## config.mk

```make
export PLATFORM = sky130hd
export DESIGN_NAME = buffer_pool_allocator
export DESIGN_NICKNAME = d
export VERILOG_FILES = /design/src/bpa_pkg.sv /design/src/bpa_ram.sv /design/src/bpa_link_store.sv /design/src/buffer_pool_allocator.sv
export SDC_FILE = /design/constraint.sdc
export NUM_CORES = 2
export LEC_CHECK = 0
export ABC_CLOCK_PERIOD_IN_PS = 16280
export BUFFER_PORTS_ARGS = -buffer_cell sky130_fd_sc_hd__buf_2
export CAP_MARGIN = 5
export CORE_MARGIN = 2
export CORE_UTILIZATION = 27
export CTS_BUF_LIST = sky130_fd_sc_hd__clkbuf_2
export DETAILED_ROUTE_END_ITERATION = 8
export PLACE_DENSITY_LB_ADDON = 0.15
export SETUP_SLACK_MARGIN = 0.3
export SYNTH_ARGS = -nofsm -noshare
export SYNTH_HDL_FRONTEND = slang
export SYNTH_SLANG_ARGS = --single-unit
```

## constraint.sdc

```tcl
create_clock -name aclk -period 16.28 [get_ports aclk]
set_input_delay 3.256 -clock aclk [delete_from_list [all_inputs] [get_ports aclk]]
set_output_delay 3.256 -clock aclk [all_outputs]
set_load 0.01 [all_outputs]
```

## src/bpa_pkg.sv

```systemverilog
// Package for the buffer pool allocator: payload structs, link memory request
// structs, operation and register codes, counter constants.
// No dependencies.
package bpa_pkg;

    localparam int HANDLE_W = 8;
    localparam int CNT_W    = 9;

    localparam logic [CNT_W-1:0] CNT_MAX     = 9'd511;
    localparam logic [CNT_W-1:0] LIMIT_RESET = 9'd16;
    localparam logic [CNT_W-1:0] LIMIT_MAX   = 9'd256;

    // Operation codes
    localparam logic OP_ALLOC = 1'b0;
    localparam logic OP_FREE  = 1'b1;

    // Register indexes (byte address = 4 * index)
    localparam logic REG_RECYCLE_LIMIT = 1'b0;

    typedef struct packed {
        logic                op;
        logic [HANDLE_W-1:0] handle_in;
    } in_t;

    typedef struct packed {
        logic [HANDLE_W-1:0] handle_out;
        logic                ok;
        logic [CNT_W-1:0]    free_count;
        logic [CNT_W-1:0]    pending_count;
    } out_t;

    // Link memory read request
    typedef struct packed {
        logic                en;
        logic [HANDLE_W-1:0] idx;
    } link_rd_t;

    // Link memory write request
    typedef struct packed {
        logic                en;
        logic [HANDLE_W-1:0] idx;
        logic [HANDLE_W-1:0] data;
    } link_wr_t;

endpackage

```

## src/bpa_ram.sv

```systemverilog
// Generic simple dual-port RAM: one write port, one read port, registered read.
// No dependencies.
module bpa_ram #(
    parameter int WIDTH = 8,
    parameter int DEPTH = 256
) (
    input  logic                     aclk,
    input  logic                     we,
    input  logic [$clog2(DEPTH)-1:0] waddr,
    input  logic [WIDTH-1:0]         wdata,
    input  logic                     re,
    input  logic [$clog2(DEPTH)-1:0] raddr,
    output logic [WIDTH-1:0]         rdata
);

    logic [WIDTH-1:0] mem_reg [DEPTH];
    logic [WIDTH-1:0] rdata_reg;

    always_ff @(posedge aclk) begin
        if (we) begin
            mem_reg[waddr] <= wdata;
        end
        if (re) begin
            rdata_reg <= mem_reg[raddr];
        end
    end

    assign rdata = rdata_reg;

endmodule

```

## src/bpa_link_store.sv

```systemverilog
// Next-pointer store: link RAM plus per-entry valid bits, so that an entry
// never written reads as its reset link (index + 1). Depends on bpa_pkg, bpa_ram.
module bpa_link_store #(
    parameter int POOL_SIZE = 256
) (
    input  logic               aclk,
    input  logic               aresetn,
    input  bpa_pkg::link_rd_t  rd_req,
    input  bpa_pkg::link_wr_t  wr_req,
    output logic [bpa_pkg::HANDLE_W-1:0] rd_link
);

    import bpa_pkg::*;

    localparam int LINK_DEPTH = (POOL_SIZE < 256) ? POOL_SIZE : 256;
    localparam int ADDR_W     = $clog2(LINK_DEPTH);
    localparam logic [CNT_W-1:0] DEPTH_CNT = CNT_W'(LINK_DEPTH);

    logic [LINK_DEPTH-1:0] valid_reg;
    logic [LINK_DEPTH-1:0] valid_next;
    logic                  rd_valid_reg;
    logic [HANDLE_W-1:0]   rd_idx_reg;
    logic [HANDLE_W-1:0]   ram_rdata;
    logic                  wr_in_range;
    logic                  rd_in_range;
    logic                  rd_idx_in_range;
    logic [ADDR_W-1:0]     waddr;
    logic [ADDR_W-1:0]     raddr;

    assign wr_in_range     = {1'b0, wr_req.idx} < DEPTH_CNT;
    assign rd_in_range     = {1'b0, rd_req.idx} < DEPTH_CNT;
    assign rd_idx_in_range = {1'b0, rd_idx_reg} < DEPTH_CNT;
    assign waddr           = wr_req.idx[ADDR_W-1:0];
    assign raddr           = rd_req.idx[ADDR_W-1:0];

    bpa_ram #(
        .WIDTH (HANDLE_W),
        .DEPTH (LINK_DEPTH)
    ) u_ram (
        .aclk  (aclk),
        .we    (wr_req.en && wr_in_range),
        .waddr (waddr),
        .wdata (wr_req.data),
        .re    (rd_req.en),
        .raddr (raddr),
        .rdata (ram_rdata)
    );

    // Valid bits: set on write, cleared by reset
    always_comb begin
        valid_next = valid_reg;
        if (wr_req.en && wr_in_range) begin
            valid_next[waddr] = 1'b1;
        end
    end

    always_ff @(posedge aclk) begin
        if (!aresetn) begin
            valid_reg <= '0;
        end else begin
            valid_reg <= valid_next;
        end
    end

    // Capture valid bit and index alongside the RAM read
    always_ff @(posedge aclk) begin
        if (rd_req.en) begin
            rd_valid_reg <= rd_in_range && valid_reg[raddr];
            rd_idx_reg   <= rd_req.idx;
        end
    end

    // Out-of-pool index reads as zero; unwritten entry reads as index + 1
    always_comb begin
        if (!rd_idx_in_range) begin
            rd_link = '0;
        end else if (rd_valid_reg) begin
            rd_link = ram_rdata;
        end else begin
            rd_link = rd_idx_reg + HANDLE_W'(1);
        end
    end

endmodule

```

## src/buffer_pool_allocator.sv

```systemverilog
// Channel     | Direction | Handshake           | Payload
// ------------+-----------+---------------------+--------------------------------------
// s_ (ops)    | in        | s_valid / s_ready   | op, handle_in
// m_ (result) | out       | m_valid / m_ready   | handle_out, ok, free_count,
//             |           |                     | pending_count
// cfg (APB)   | in        | psel/penable/pready | recycle_limit at byte address 0
//
// An operation runs in steps: on accept the link of the free list head is read
// from the link RAM, then EXEC updates the lists and writes one link. A free that
// splices the recycle list onto a non-empty free list also passes through SPLICE
// for the second write on the single link RAM write port; onto an empty free
// list it needs no second write.
// A new operation is taken while a finished result still waits on m_; a stalled
// m_ holds the block only once the next result is ready. Reset is synchronous;
// the link RAM needs no clearing pass, valid bits supply the reset links.
// Depends on bpa_pkg, bpa_link_store, bpa_ram.
module buffer_pool_allocator #(
    parameter int POOL_SIZE = 256
) (
    input  logic          aclk,
    input  logic          aresetn,
    // operation channel
    input  logic          s_valid,
    output logic          s_ready,
    input  bpa_pkg::in_t  s_payload,
    // result channel
    output logic          m_valid,
    input  logic          m_ready,
    output bpa_pkg::out_t m_payload,
    // configuration port
    input  logic          psel,
    input  logic          penable,
    input  logic          pwrite,
    input  logic [2:0]    paddr,
    input  logic [31:0]   pwdata,
    output logic [31:0]   prdata,
    output logic          pready
);

    import bpa_pkg::*;

    localparam int LINK_DEPTH = (POOL_SIZE < 256) ? POOL_SIZE : 256;
    localparam logic [CNT_W-1:0] DEPTH_CNT = CNT_W'(LINK_DEPTH);
    localparam logic [HANDLE_W-1:0] TAIL_RESET = HANDLE_W'(POOL_SIZE - 1);
    localparam logic [CNT_W-1:0] FREE_RESET =
        CNT_W'((POOL_SIZE > 511) ? 511 : POOL_SIZE);

    typedef enum logic [3:0] {
        ST_IDLE   = 4'b0001,
        ST_EXEC   = 4'b0010,
        ST_SPLICE = 4'b0100,
        ST_DONE   = 4'b1000
    } state_t;

    state_t              state_reg, state_next;
    in_t                 item_reg, item_next;
    out_t                res_reg, res_next;
    out_t                m_payload_reg, m_payload_next;
    logic                m_valid_reg, m_valid_next;
    link_wr_t            splice_wr_reg, splice_wr_next;
    logic [CNT_W-1:0]    limit_reg, limit_next;

    logic [HANDLE_W-1:0] free_head_reg, free_head_next;
    logic [HANDLE_W-1:0] free_tail_reg, free_tail_next;
    logic [CNT_W-1:0]    free_num_reg, free_num_next;
    logic [HANDLE_W-1:0] pend_head_reg, pend_head_next;
    logic [HANDLE_W-1:0] pend_tail_reg, pend_tail_next;
    logic [CNT_W-1:0]    pend_num_reg, pend_num_next;

    link_rd_t            rd_req;
    link_wr_t            wr_req;
    link_wr_t            exec_wr;
    logic [HANDLE_W-1:0] head_link;
    out_t                exec_res;
    logic                splice_need;
    logic                slot_free;
    logic                cfg_write;
    logic [CNT_W-1:0]    eff_limit;
    logic [CNT_W-1:0]    pend_inc;
    logic [CNT_W:0]      free_sum;
    logic [HANDLE_W-1:0] pend_head_new;

    // Configuration port
    assign pready    = 1'b1;
    assign cfg_write = psel && penable && pwrite && (paddr[2] == REG_RECYCLE_LIMIT);
    assign limit_next = cfg_write ? pwdata[CNT_W-1:0] : limit_reg;

    always_comb begin
        unique case (paddr[2])
            REG_RECYCLE_LIMIT: prdata = {{(32-CNT_W){1'b0}}, limit_reg};
            default:           prdata = '0;
        endcase
    end

    // Effective recycle limit: zero acts as one, clipped at 256
    always_comb begin
        if (limit_reg == '0) begin
            eff_limit = CNT_W'(1);
        end else if (limit_reg > LIMIT_MAX) begin
            eff_limit = LIMIT_MAX;
        end else begin
            eff_limit = limit_reg;
        end
    end

    // Link store: head link read on accept
    assign s_ready   = (state_reg == ST_IDLE);
    assign rd_req.en  = s_valid && s_ready;
    assign rd_req.idx = free_head_reg;
    assign item_next  = rd_req.en ? s_payload : item_reg;

    bpa_link_store #(
        .POOL_SIZE (POOL_SIZE)
    ) u_links (
        .aclk    (aclk),
        .aresetn (aresetn),
        .rd_req  (rd_req),
        .wr_req  (wr_req),
        .rd_link (head_link)
    );

    assign pend_inc      = pend_num_reg + CNT_W'(1);
    assign pend_head_new = (pend_num_reg == '0) ? item_reg.handle_in : pend_head_reg;
    assign free_sum      = {1'b0, free_num_reg} + {1'b0, pend_inc};

    // List update for the operation held in item_reg
    always_comb begin
        free_head_next = free_head_reg;
        free_tail_next = free_tail_reg;
        free_num_next  = free_num_reg;
        pend_head_next = pend_head_reg;
        pend_tail_next = pend_tail_reg;
        pend_num_next  = pend_num_reg;
        exec_wr        = '0;
        splice_need    = 1'b0;
        splice_wr_next = splice_wr_reg;
        exec_res       = '0;

        if (item_reg.op == OP_ALLOC) begin
            if (free_num_reg != '0) begin
                exec_res.handle_out = free_head_reg;
                exec_res.ok         = 1'b1;
                if (free_num_reg == CNT_W'(1)) begin
                    free_head_next = '0;
                    free_tail_next = '0;
                end else begin
                    free_head_next = head_link;
                end
                free_num_next = free_num_reg - CNT_W'(1);
            end
        end else if ({1'b0, item_reg.handle_in} < DEPTH_CNT) begin
            exec_res.ok    = 1'b1;
            exec_wr.en     = (pend_num_reg != '0);
            exec_wr.idx    = pend_tail_reg;
            exec_wr.data   = item_reg.handle_in;
            pend_head_next = pend_head_new;
            pend_tail_next = item_reg.handle_in;
            pend_num_next  = pend_inc;
            if (pend_inc >= eff_limit) begin
                // splice recycle list onto the free list tail
                if (free_num_reg == '0) begin
                    free_head_next = pend_head_new;
                end else begin
                    splice_need         = 1'b1;
                    splice_wr_next.en   = 1'b1;
                    splice_wr_next.idx  = free_tail_reg;
                    splice_wr_next.data = pend_head_new;
                end
                free_tail_next = item_reg.handle_in;
                free_num_next  = (free_sum > {1'b0, CNT_MAX}) ? CNT_MAX
                                                              : free_sum[CNT_W-1:0];
                pend_head_next = '0;
                pend_tail_next = '0;
                pend_num_next  = '0;
            end
        end
        exec_res.free_count    = free_num_next;
        exec_res.pending_count = pend_num_next;
    end

    // Link write port: list append in EXEC, splice link in SPLICE
    always_comb begin
        unique case (state_reg)
            ST_EXEC:   wr_req = exec_wr;
            ST_SPLICE: wr_req = splice_wr_reg;
            default:   wr_req = '0;
        endcase
    end

    // Sequencer and result register
    assign slot_free = !m_valid_reg || m_ready;

    always_comb begin
        state_next     = state_reg;
        res_next       = res_reg;
        m_payload_next = m_payload_reg;
        m_valid_next   = m_valid_reg && !m_ready;
        unique case (state_reg) inside
            ST_IDLE: begin
                if (rd_req.en) begin
                    state_next = ST_EXEC;
                end
            end
            ST_EXEC: begin
                res_next = exec_res;
                if (splice_need) begin
                    state_next = ST_SPLICE;
                end else if (slot_free) begin
                    m_payload_next = exec_res;
                    m_valid_next   = 1'b1;
                    state_next     = ST_IDLE;
                end else begin
                    state_next = ST_DONE;
                end
            end
            ST_SPLICE, ST_DONE: begin
                if (slot_free) begin
                    m_payload_next = res_reg;
                    m_valid_next   = 1'b1;
                    state_next     = ST_IDLE;
                end else begin
                    state_next = ST_DONE;
                end
            end
            default: begin
                state_next = ST_IDLE;
            end
        endcase
    end

    // Control and list state
    always_ff @(posedge aclk) begin
        if (!aresetn) begin
            state_reg     <= ST_IDLE;
            m_valid_reg   <= 1'b0;
            limit_reg     <= LIMIT_RESET;
            free_head_reg <= '0;
            free_tail_reg <= TAIL_RESET;
            free_num_reg  <= FREE_RESET;
            pend_head_reg <= '0;
            pend_tail_reg <= '0;
            pend_num_reg  <= '0;
        end else begin
            state_reg   <= state_next;
            m_valid_reg <= m_valid_next;
            limit_reg   <= limit_next;
            if (state_reg == ST_EXEC) begin
                free_head_reg <= free_head_next;
                free_tail_reg <= free_tail_next;
                free_num_reg  <= free_num_next;
                pend_head_reg <= pend_head_next;
                pend_tail_reg <= pend_tail_next;
                pend_num_reg  <= pend_num_next;
            end
        end
    end

    // Payload registers
    always_ff @(posedge aclk) begin
        item_reg      <= item_next;
        res_reg       <= res_next;
        m_payload_reg <= m_payload_next;
        splice_wr_reg <= splice_wr_next;
    end

    assign m_valid   = m_valid_reg;
    assign m_payload = m_payload_reg;

endmodule

```

After elaboration in Yosys (flattened, before gate mapping)
Memory sizes are Yosys's and may differ from the RTL's. A register that Yosys moved wholly into a read port is not among the register bits. Cells that the tools add are included.

Add/subtract/negate cells: 4. Order comparisons: 6. Equal/unequal tests: 11. Multiplexer cells: 47. Bitwise logic cells: 3. Reduce and logical (&&, ||, !) cells: 23.

Operators by type and width (count): $or A256 B256 Y256 (1); $mux W8 (14); $mux W9 (10); $mux W27 (3); $pmux W27 S2 (1); $pmux W17 S2 (1); $logic_not A9 Y1 (3); $lt A8 B9 Y1 const B (2); $reduce_bool A9 Y1 (2); $mux W17 (1); $mux W4 (3); $pmux W4 S3 (1); $reduce_and A4 Y1 (3); $add A9 B9 Y10 (1); $gt A10 B9 Y1 const B (1); $mux W1 (10); $add A9 B1 Y9 const B (1); $eq A9 B1 Y1 const B (1); $ge A9 B9 Y1 (1); $gt A9 B9 Y1 const B (1); $sub A9 B1 Y9 const B (1); $add A8 B1 Y8 const B (1); $bmux W1 S8 (1); $demux W1 S8 (1); 16 further kinds (29).

Bits in registers: 408. Memory bits (writable): 2048. Output and inout bits: 62. Word-level logic and storage cells: 119. Memories kept: 1.

Memories: u_links.u_ram.mem_reg (words 256, bits a word 8, read ports 1, clocked after Yosys merged registers in 1, wr ports 1, RTL line bpa_ram.sv:16) `logic [WIDTH-1:0] mem_reg [DEPTH];`.

Depth between registers and ports, before layout
Depth after elaboration: 9. Gate-level depth with buffers: 15.

Hierarchy
From an unflattened synthesis, not the netlist that was laid out.

Cells, all modules: 5620. Area total of the unflattened synthesis: 98167.9 µm².

By module, submodules not included: bpa_ram (instances 1, cells an instance 3733, area an instance 79636.4 µm²); bpa_link_store (instances 1, cells an instance 1182, area an instance 11388.4 µm²); buffer_pool_allocator (instances 1, cells an instance 705, area an instance 7143.1 µm²).

Least setup slack after synthesis
Ideal clock, no wire load.

Path kind: input -> output. From: in paddr[2]. To: out prdata[0]. Arrival: 3634 ps. Data required time: 13024 ps. Path slack: 9390 ps. Stages: 2. Path buffers: 1. Cells stage by stage: clkbuf_1 nor2b_1.

Word-level cells in the longest chain between the ends: 1.

Ends and longest elaborated chain: start, declared (RTL line buffer_pool_allocator.sv:34) `input logic [2:0] paddr,`; $mux W9 (RTL line buffer_pool_allocator.sv:89) `unique case (paddr[2])`; end, declared (RTL line buffer_pool_allocator.sv:36) `output logic [31:0] prdata,`.

No other way between the ends.

Worst setup path after layout
From: in paddr[2]. To: out prdata[6].

The elaborated chain is that of the path after synthesis.

==> reports/results.md <==
| Stage | Item | This run |
|---|---|---|
| cells and area | Count of fill cells added during filler insertion | 34963 |
| yosys | Mapped Area | 95900 um^2 |
| route | Routed WL | 272000 um |
| setup path | Capture point of the critical path | prdata[6] |
| floorplan | IO Pins | 113 |
| hold path | Hold path depth | 0 |
| setup path | Critical path capture point type | output pin |
| timing | Max_slew headroom | 12.0% |
| setup path | CP Launch Point | paddr[2] |
| clock tree | Source-to-sink clock delay at the later pin of the worst-skew pair | 2.06 ns |
| power | Internal Dissipation | 8.79 mW |
| placed design | RD Place Congestion | 0.756 |
| route | First-iteration detailed-routing DRC count | 4173 |
| job | Max-capacitance violation count | 0 |
| power | Portion of total power attributed to combinational logic | 2.4% |
| clock tree | # H-tree levels | 6 |
| yosys | Average size of a mapped cell | 19.5 um^2 |
| cells and area | Most frequent cells in the layout | edfxtp_1, clkbuf_2, mux4_2, dfxtp_1, nor2_1 |
| timing | Fin crit share | 42.6% |
| global routing | Grt total ovfl | 0 |
| yosys | Number of library cell types mapped by synthesis | 73 |
| yosys | #FFs+latches synth | 2464 |
| cells and area | Area growth, synth to finish | 12.6% |
| yosys | Synth warnings | 0 |
| power | VDD IR-drop max | 0.0584 mV |
| global routing | Via count of the first global-routing pass | 52059 |
| route | Average routed wire per standard cell | 25.4 um |
| floorplan | Core area | 353000 um^2 |
| setup path | Crit path DAT | 3.67 ns |
| floorplan | Chip Height | 600 um |
| timing | Upper clock frequency limit | 144 MHz |
| timing | Count of final hold-check violations | 0 |
| clock tree | CTS tree | yes |
| setup path | Critical Path Source Type | input port |
| yosys | Sequential element share of the synthesized area | 73.8% |
| timing | Actual slew at the worst max-slew pin | 1.31 ns |
| setup path | Setup Crit Path Kind | input port to output pin |
| timing | Final sum of negative setup slack | 0 ns |
| timing | Minimum clock period after layout | 6.93 ns |
| yosys | Ys flop type | edfxtp_1 |
| setup path | Worst reg-to-reg setup slack | 10.61 ns |
| power | Clk network pwr share | 39.1% |
| setup path | Worst reg2reg startpoint | free_head_reg[0] |
| route | Post-DRT Antenna Nets | 0 |
| yosys | Asr flop ratio synth | 0% |
| timing | Unrepaired setup endpoints after global routing | false |
| global routing | Initial antenna violation count | 22 |
| yosys | Post-Syn Instances | 4909 |
| power | Leak Pwr | 34.0 nW |
| route | DR vias | 49955 |
| placed design | IO Port Bufs | 63 |
| cells and area | Core Util, Final | 30.6% |
| clock tree | Clock tree root buffer cell | clkbuf_2 |
| power | Switching power | 2.85 mW |
| route | Residual DRC | 0 |
| setup path | End of the worst register-to-register path | u_links.u_ram.rdata[2] |
| power | Total design power | 11.6 mW |
| power | Total power divided by cell area | 108 nW/um^2 |
| hold path | Worst hold path class | register to register |
| clock tree | Cts hold-fix bufs | 0 |
| route | Number of vias per cell | 4.66 |
| cells and area | Share of layout cells above drive strength 1 | 33.0% |
| timing | Final slew viol count | 0 |
| clock tree | Post-CTS Repair Setup Buffers | 0 |
| placed design | Post-detail-place hpwl | 156000 um |
| cells and area | Largest register FFs | 2048 |
| status | Run status | finished clean |
| clock tree | Quantity of gates resized following cts | 0 |
| power | Sequential share of power | 58.5% |
| global routing | GRT Resource Usage Total | 14.9% |
| floorplan | Row Count | 218 |
| clock tree | Clk pin slew, worst setup/hold paths | 0.09 ns |
| yosys | EDFF count, synth | 2144 |
| cells and area | Number of nets at the end of the flow | 5508 |
| power | Sw Ratio | 24.5% |
| floorplan | Overall die area | 360000 um^2 |
| timing | Number of endpoints failing setup at the final stage | 0 |
| setup path | Required arrival time at the worst endpoint | 13.02 ns |
| setup path | Register-to-Register Path Depth | 9 |
| floorplan | Die outline width | 600 um |
| cells and area | Design Area, Final | 108000 um^2 |
| floorplan | Starting density of the core | 27.2% |
| global routing | First-pass GRT wire length | 384000 um |
| clock tree | Buffer levels on the longest clock path | 4 |
| global routing | Maximum number of pins on one net before global-route repair | 193 |
| setup path | Critical path fanouts, max | 11 |
| clock tree | TritonCTS Buffers | 669 |
| placed design | Post-place instance area | 102000 um^2 |
| clock tree | Clock sink count | 2464 |
| timing | Layout Skew | 0.178 ns |
| route | Router iterations before antenna repair | 7 |
| cells and area | Commonest non-fill, non-tap cell in the layout | edfxtp_1 |
## cell usage after synthesis, types with 11 or more instances
cell type  instances  share of area [%]
nor2b_1           19               0.12
a22oi_1          117               0.92
a31oi_1           15              0.098
buf_1             18              0.070
a221o_1           11               0.11
clkbuf_1         155               0.61
mux4_2           606                 14
buf_2             80               0.42
ha_1              24               0.31
dfxtp_1          320                6.7
nand2_1          109               0.43
nor2_1           310                1.2
o21a_1           261                2.0
nand2b_1          13              0.085
mux2i_1          123                1.3
a211oi_1          33               0.26
a21oi_1           87               0.45
inv_1             23              0.090
nand3_1           45               0.23
nand4_1           19               0.12
o21ai_0           37               0.19
edfxtp_1        2144                 67
and2_1            16               0.10
o221ai_1          21               0.19
buf_4             59               0.46
o22ai_1           34               0.22
xnor2_1           11               0.10
mux2_2            28               0.33
buf_6             12               0.14
nor3_1            30               0.16
## layer usage
metal | GRT usage [%] | up-vias | share of wire [%]
met5 | 0 | - | 0.0048
met4 | 4.53 | 2 | 2.4
met3 | 2.91 | 454 | 5.5
met2 | 23.6 | 1568 | 47
met1 | 20.6 | 26311 | 45
li1 | - | 21620 | -
## kinds of logic (layout without fill, tap and decap cells)
kind of cell             after synthesis  after routing  share of synthesized area [%]
multiplexers                         757            757                           15.9
flip-flops                          2464           2464                           73.8
other                                  2             28                        0.00783
buffers and inverters                350           1406                           1.80
AO/OA/AOI/OAI                        683            683                           5.14
AND/OR/NAND/NOR                      609            609                           2.85
adder cells (fa/ha/maj)               25             25                          0.334
XOR/XNOR                              19             19                          0.174
## area by class of cell
type	count	area (um^2)	area share (%)
Inverter	26	97.6	0.0904
Antenna cell	4	10.0	0.00928
Sequential cell	2464	70800	65.6
Timing Repair Buffer	154	1120	1.04
Clock inverter	154	993	0.921
Tap cell	4730	5920	5.48
Clock buffer	1072	5370	4.97
Multi-Input combinational cell	2117	23600	21.9
## how the worst min path moves through the flow
stage,from,endpoint,slack [ns]
after floorplan,free_head_reg[0],u_links.rd_idx_reg[0],0.40
after global placement,free_tail_reg[2],splice_wr_reg[10],0.42
after detailed placement,free_tail_reg[5],splice_wr_reg[13],0.42
after CTS,free_tail_reg[2],splice_wr_reg[10],0.44
after global routing,free_tail_reg[2],splice_wr_reg[10],0.44
final,free_tail_reg[6],splice_wr_reg[14],0.44
## worst max-delay path, stage by stage
cell	delay [ns]
buf_2	0.16
nor2b_1	0.12
buf_2	0.14
## stage by stage
| stage | std cells | setup slack [ns] | hold WS (ns) |
|---|---|---|---|
| 2_1_floorplan | 4931 | 9.39 | 0.403 |
| 3_3_place_gp | 9491 | 9.34 | 0.418 |
| 3_5_place_dp | 9491 | 9.34 | 0.416 |
| 4_1_cts | 10717 | 9.27 | 0.437 |
| 5_1_grt | 10718 | 9.28 | 0.443 |
| 6_report | 10721 | 9.35 | 0.437 |
## power by group through the flow
stage                     clock (mW)  combinational [mW]  sequential, mW
final                           4.55               0.278            6.81
after global routing            5.07               0.302            6.81
after CTS                       4.77               0.285            6.81
after detailed placement           0               0.285            6.95
after global placement             0               0.284            6.95
after floorplan                    0               0.187            6.95
(Power assumes the default switching activity.)
